File: src/sv/phr_pkg.sv
// phr_pkg: shared types, constants and helpers for the pixel hue rotate unit
// fixed point: hue in 1/64 degree, saturation and value with 16 fraction bits
// no dependencies
package phr_pkg;

   localparam int SV_FRAC = 16;

   localparam logic [14:0] HUE_FULL       = 15'd23040;
   localparam logic [11:0] HUE_SIXTH      = 12'd3840;
   localparam logic [14:0] HUE_BASE_GREEN = 15'd7680;
   localparam logic [14:0] HUE_BASE_BLUE  = 15'd15360;
   localparam logic [16:0] SV_ONE         = 17'h10000;

   typedef enum logic [1:0] {
      MAX_RED,
      MAX_GREEN,
      MAX_BLUE
   } max_sel_type;

   typedef enum logic [7:0] {
      CSR_MODE       = 8'd0,
      CSR_HUE_CENTER = 8'd1,
      CSR_HUE_RADIUS = 8'd2,
      CSR_HUE_SHIFT  = 8'd3
   } csr_index_type;

   typedef enum logic {
      MODE_ROTATE,
      MODE_SATURATE
   } mode_type;

   typedef struct packed {
      logic       last;
      logic [7:0] red;
      logic [7:0] green;
      logic [7:0] blue;
   } pixel_type;

   typedef struct packed {
      mode_type           mode;
      logic [14:0]        hue_center;
      logic [13:0]        hue_radius;
      logic signed [15:0] hue_shift;
   } phr_cfg_type;

   // classified pixel as kept in the queue
   typedef struct packed {
      pixel_type   pix;
      logic [7:0]  mx;
      logic [7:0]  d;
      logic [7:0]  adiff;
      logic        neg;
      max_sel_type sel;
      logic [16:0] v;
   } phr_item_type;

   typedef struct packed {
      logic         valid;
      phr_item_type item;
   } phr_front_out_type;

   // sideband carried alongside the fraction stage
   typedef struct packed {
      pixel_type   pix;
      logic        hit;
      logic [2:0]  sector;
      logic [16:0] s;
      logic [16:0] v;
   } phr_mid_type;

   // trunc(x * 255 / 2^16) clamped to a byte
   function automatic logic [7:0] to_byte(input logic [16:0] x);
      logic [24:0] prod;
      logic [8:0]  c;
      prod = ({8'd0, x} << 8) - {8'd0, x};
      c    = prod[24:16];
      return (c > 9'd255) ? 8'd255 : c[7:0];
   endfunction

endpackage

File: src/sv/phr_front.sv
// phr_front: accepts pixels, finds max, min and hue sector inputs, queues them
// depends on phr_pkg
module phr_front
   import phr_pkg::*;
#(
   parameter int DEPTH = 4
) (
   input  logic                       clock,
   input  logic                       reset,
   input  logic                       in_valid,
   output logic                       in_ready,
   input  pixel_type                  in_pix,
   output phr_front_out_type          out,
   input  logic                       pop,
   output logic [$clog2(DEPTH+1)-1:0] fill
);

   localparam int CW = $clog2(DEPTH + 1);
   localparam int PW = $clog2(DEPTH);

   phr_item_type     cls;
   phr_item_type     q_mem [DEPTH];
   logic [PW-1:0]    wr_ptr_ff, wr_ptr_in, rd_ptr_ff, rd_ptr_in;
   logic [CW-1:0]    fill_ff, fill_in;
   logic             push;
   logic signed [8:0] diff;
   logic [7:0]       r, g, b, mx, mn;

   assign r = in_pix.red;
   assign g = in_pix.green;
   assign b = in_pix.blue;

   always_comb begin
      mx = (r > g) ? ((r > b) ? r : b) : ((g > b) ? g : b);
      mn = (r < g) ? ((r < b) ? r : b) : ((g < b) ? g : b);
      cls.pix = in_pix;
      cls.mx  = mx;
      cls.d   = mx - mn;
      if (mx == r) begin
         cls.sel = MAX_RED;
         diff    = $signed({1'b0, g}) - $signed({1'b0, b});
      end else if (mx == g) begin
         cls.sel = MAX_GREEN;
         diff    = $signed({1'b0, b}) - $signed({1'b0, r});
      end else begin
         cls.sel = MAX_BLUE;
         diff    = $signed({1'b0, r}) - $signed({1'b0, g});
      end
      cls.neg   = diff[8];
      cls.adiff = diff[8] ? 8'(-diff) : diff[7:0];
      // ceil(mx * 2^16 / 255) = mx * 257 + (mx != 0)
      cls.v     = {1'b0, mx, mx} + 17'(mx != 8'd0);
   end

   assign in_ready = fill_ff != CW'(DEPTH);
   assign push     = in_valid && in_ready;

   always_comb begin
      wr_ptr_in = wr_ptr_ff;
      rd_ptr_in = rd_ptr_ff;
      if (push) begin
         wr_ptr_in = (wr_ptr_ff == PW'(DEPTH - 1)) ? '0 : wr_ptr_ff + 1'b1;
      end
      if (pop) begin
         rd_ptr_in = (rd_ptr_ff == PW'(DEPTH - 1)) ? '0 : rd_ptr_ff + 1'b1;
      end
      fill_in = fill_ff + CW'(push) - CW'(pop);
   end

   always_ff @(posedge clock) begin
      if (reset) begin
         wr_ptr_ff <= '0;
         rd_ptr_ff <= '0;
         fill_ff   <= '0;
      end else begin
         wr_ptr_ff <= wr_ptr_in;
         rd_ptr_ff <= rd_ptr_in;
         fill_ff   <= fill_in;
      end
   end

   always_ff @(posedge clock) begin
      if (push) begin
         q_mem[wr_ptr_ff] <= cls;
      end
   end

   assign out.valid = fill_ff != '0;
   assign out.item  = q_mem[rd_ptr_ff];
   assign fill      = fill_ff;

endmodule

File: config.mk
export PLATFORM = sky130hd
export DESIGN_NAME = phr_front
export DESIGN_NICKNAME = d
export VERILOG_FILES = /design/src/sv/phr_pkg.sv /design/src/sv/phr_front.sv
export SDC_FILE = /design/constraint.sdc
export NUM_CORES = 1
export LEC_CHECK = 0
export ABC_CLOCK_PERIOD_IN_PS = 4000
export BUFFER_PORTS_ARGS = -buffer_cell sky130_fd_sc_hd__buf_4
export CORE_MARGIN = 3
export CORE_UTILIZATION = 45
export CTS_BUF_LIST = sky130_fd_sc_hd__clkbuf_2
export CTS_CLUSTER_DIAMETER = 120
export DETAILED_ROUTE_END_ITERATION = 8
export PLACE_DENSITY = 0.68
export SLEW_MARGIN = 15
export SYNTH_ARGS = -nofsm -noshare
export SYNTH_HDL_FRONTEND = slang
export SYNTH_SLANG_ARGS = --single-unit
File: constraint.sdc
create_clock -name clock -period 4 [get_ports clock]
set_clock_uncertainty 0.15 [all_clocks]
set_input_delay 0.2 -clock clock [delete_from_list [all_inputs] [get_ports clock]]
set_output_delay 0.2 -clock clock [all_outputs]
set_load 0.05 [all_outputs]
Word-level counts from Yosys, hierarchy flattened
Memory sizes are Yosys's and may differ from the RTL's. A register that Yosys moved wholly into a read port is not among the register bits.
Cells that the tools add are included.
{"block": "word_totals", "ff_bits": 7, "latchBits": 0, "ramBits": 276, "romBits": 0, "output_inout_bits": 74, "n_memories": 1}
{"name": "q_mem", "depth": 4, "word_bits": 69, "read_ports": 1, "rd_ports_with_merged_regs": 1, "write_ports": 1, "line_no": "phr_front.sv:22", "rtl": "phr_item_type q_mem [DEPTH];"}
{"block": "op_classes", "add_sub_neg": 10, "mul": 0, "div": 0, "order_cmp": 6, "n_eq_ne": 5, "shifts": 0, "mux": 17, "n_bitwise": 0, "n_reduce_logical": 3}
{"op": "$mux 8", "n": 7}
{"op": "$sub 8x8->9", "n": 3}
{"op": "$gt 8x8->1", "n": 3}
{"op": "$lt 8x8->1", "n": 3}
{"op": "$mux 9", "n": 2}
{"op": "$add 16x1->17", "n": 1}
{"op": "$eq 8x8->1", "n": 2}
{"op": "$mux 2", "n": 6}
{"op": "$neg 8->8", "n": 1}
{"op": "$reduce_bool 8->1", "n": 1}
{"op": "$sub 8x8->8", "n": 1}
{"op": "$add 2x1->2 const B", "n": 2}
{"op": "$eq 2x2->1 const B", "n": 2}
{"op": "$add 3x1->3", "n": 1}
{"op": "$ne 3x3->1 const B", "n": 1}
{"op": "$reduce_bool 3->1", "n": 1}
{"op": "$sub 3x1->3", "n": 1}
{"op": "$mux 1", "n": 2}
{"op": "$logic_and 1x1->1", "n": 1}

Longest topological paths before layout
{"block": "logic_depth", "ltp_word": 8, "mapped_depth": 20, "ltp_nobuf": 20}

Worst setup path before layout
Ideal clock, no wire load.
{"block": "synth_path", "kind": "input-to-reg", "startpoint": "input in_pix[21] in the netlist's numbering", "endpoint": "memory q_mem[0][35] in the netlist's numbering (data pin)", "arrival_ns": 3.602, "t_required_ns": 3.578, "setup_slack_ns": -0.024, "path_stages": 20, "path_buffers": 0, "cell_sequence": "inv_1 > ha_1 > nand3_1 > o22ai_1 > a211oi_4 > a41o_1 > nor2_1 > a21o_1 > o221a_2 > inv_1 > ha_1 > nor2b_1 > o21ai_0 > a21boi_0 > o21a_1 > nor2_1 > o21bai_1 > a21oi_1 > xor2_1 > xnor2_1"}
{"element": "start, declared", "line_no": "phr_front.sv:12", "rtl": "input pixel_type in_pix,"}
{"element": "end, declared", "line_no": "phr_front.sv:22"}

==> metrics.md <==
| Metric | Value |
|---|---|
| Status | completed |
| DRT antenna net count | 0 |
| CP Max Fanout | 7 |
| CTS Buffer Depth | 3 |
| Post-synthesis sequential area ratio | 64.2% |
| Top-count cell post-synth | edfxtp_1 |
| Clock Latency Late Sink | 0.81 ns |
| Yosys warnings | 0 |
| Die X | 177 um |
| First-pass GRT wire length | 47.9 mm |
| # DRC | 0 |
| Async set-reset flop share out of synthesis | 0% |
| Pin count of the biggest net entering global routing | 70 |
| Layout cells sized above 1 | 37.5% |
| Post-Syn Area | 13,200 um^2 |
| Post-synth top area share | 62.8% |
| EDFF count, synth | 276 |
| Num CTS Buffers | 74 |
| Worst EP arrival | 4.26 ns |
| PwrDens | 543 nW/um^2 |
| Leakage | 6.02 nW |
| Worst slew margin | 29.1% |
| Drt first-iter violations | 511 |
| Worst Path Required | 4.41 ns |
| Total congestion overflow | 0 |
| Routability cong. | 0.954 |
| Main area contributors after synthesis | edfxtp_1 (63%), mux4_2 (12%), ha_1 (4.0%) |
| Filler instances | 2,416 |
| Dpl hpwl | 21.2 mm |
| Post-synth net total | 878 |
| Maxcap violations | 0 |
| Finished Cell Area | 16,200 um^2 |
| Post-synth cell types | 67 |
| Starting Density | 45.8% |
| Fin crit period | 3.85 ns |
| Drt first pass iters | 4 |
| Initial antenna violation count | 2 |
| Fmax | 0.260 GHz |
| Via/cell ratio | 5.30 |
| Min-Delay Path Class | in2reg |
| Clock transition at path regs | 0.10 ns |
| I/O Buffers | 102 |
| VDD IR max | 0.360 mV |
| GRT Overall Usage | 20.1% |
| CTS tree | yes |
| Startpoint Class | primary input |
| Hold Violations, Final | 0 |
| Mapped Cells | 802 |
| Synth cell count leaders | edfxtp_1 (276), mux4_2 (69), inv_1 (50), nor2_1 (50), ha_1 (42) |
| Part of the cycle the worst path needs | 96.3% |
| DP Area | 15,100 um^2 |
| Area growth from synthesis to layout | 22.9% |
| Avg Cell Area, Syn | 16.4 um^2 |
| Endpoints failing setup | 0 |
| Via count | 8,132 |
| Vias in the first global route | 8,570 |
| Flops & latches, synth | 285 |
| Count of final max-slew check failures | 0 |
| CTS HTree Levels | 3 |
| Die area | 31,400 um^2 |
| Rows | 62 |
| Cell taking the most area after synthesis | edfxtp_1 |
| Clock net sink count | 285 |
| Fin Setup TNS | 0 ns |
| Total power | 8.80 mW |
| Worst slew pin tran | 1.06 ns |
| Nets | 1,166 |
| Die Ht | 177 um |
| Top_reg_cell synth | edfxtp_1 |
| Core area | 28,800 um^2 |
| Final wirelength | 31.0 mm |
| I/O pins | 103 |
| Worst hold margin | 0.0799 ns |
| Root Buffer | clkbuf_2 |
| Wire length per cell | 20.2 um |
| WS Path Type | in2reg |
| Crit. End Element | flop |
| Post-layout util | 56.3% |
## path summary, 6_finish.rpt
| check | startpoint | endpoint | slack (ns) | cells after the start |
|---|---|---|---|---|
| worst max-delay path | in_pix[4] | q_mem[2][26] | 0.15 | 15 |
| worst min-delay path | in_pix[15] | q_mem[0][59] | 0.08 | 2 |
| worst min register to register | rd_ptr_ff[1] | flop | 0.38 | 2 |
| worst max register to register | fill[1] | fill[0] | 1.63 | 8 |
## layer usage
layer / share of wire [%] / global-route usage, % / vias up / wire (um)
met5: 0.023 / 0 / - / 7
met4: 2.6 / 7.30 / 2 / 794
li1: - / - / 3798 / -
met2: 51 / 34.0 / 233 / 15800
met1: 42 / 26.2 / 4029 / 13000
met3: 4.5 / 3.69 / 70 / 1400
## what timing repair did
item | in CTS | in global routing
endpoints found under the hold margin | 252 | 0
setup endpoints to repair | 0 | 32
buffers inserted | 0 | 0
gates resized for setup | 0 | 15
hold buffers | 37 | 0
## sequential cells by signal (all words and copies together) (netlist names), named ones only
| name | count |
|---|---|
| rd_ptr_ff | 2 |
| wr_ptr_ff | 2 |
| fill | 3 |
| q_mem | 276 |
## critical path, cell delays in order
cell and delay, ns:
dlygate4sd3_1 0.54, buf_4 0.18, ha_1 0.35, a21oi_1 0.19, o22ai_2 0.12, a211oi_4 0.26
buf_4 0.18, mux2_4 0.33, mux2i_2 0.29, mux2_2 0.38, mux2i_1 0.18, ha_1 0.28
nand2_1 0.07, o311ai_1 0.27, xor2_1 0.43
## layout by cell type, fill, tap and decap left out, drive strengths merged, types with 21 or more instances in the layout
cell type / netlist / layout
inv: 50 / 51
mux4: 69 / 69
ha: 42 / 42
buf: 11 / 195
dlygate4sd3: 0 / 37
a21oi: 26 / 26
clkbuf: 9 / 108
nand2: 34 / 34
xnor2: 40 / 40
clkinv: 0 / 21
edfxtp: 276 / 276
nor2: 50 / 50
## power by group
group | switching [mW] | internal, mW | total [mW]
Combinational | 1.83 | 1.07 | 2.90
Clock | 1.14 | 0.796 | 1.94
Sequential | 0.119 | 3.85 | 3.97
## stage by stage
step / cells / setup slack (ns)
after detailed placement: 1361 / -0.194
after floorplan: 802 / 0.0752
after global placement: 1361 / -0.165
after global routing: 1533 / -0.0248
final: 1533 / 0.149
after CTS: 1532 / 0.102
## kinds of logic (layout without fill, tap and decap cells)
| family | Yosys count | in the layout | synth area share, % |
|---|---|---|---|
| DFF | 285 | 285 | 64.2 |
| and+or+nand+nor | 145 | 145 | 5.27 |
| AOI/OAI and AO/OA | 104 | 104 | 5.92 |
| muxes | 94 | 94 | 13.9 |
| buffers and inverters | 70 | 416 | 2.14 |
| xor gates and xnor gates | 57 | 57 | 3.79 |
| adders and majority gates | 47 | 47 | 4.74 |
| other | 0 | 1 | 0 |
## layout make-up
class                      instances  area, um^2  share of cell area (%)
clock buffer                     108         541                    3.33
inverter                          50         188                    1.16
antenna                            1        2.50                  0.0154
sequential                       285        8480                    52.3
timing repair buffer             232        1860                    11.5
tap                              384         480                    2.96
clock inverter                    26         144                   0.887
multi-input combinational        447        4530                    27.9
Power figures use the tool's default switching activity.
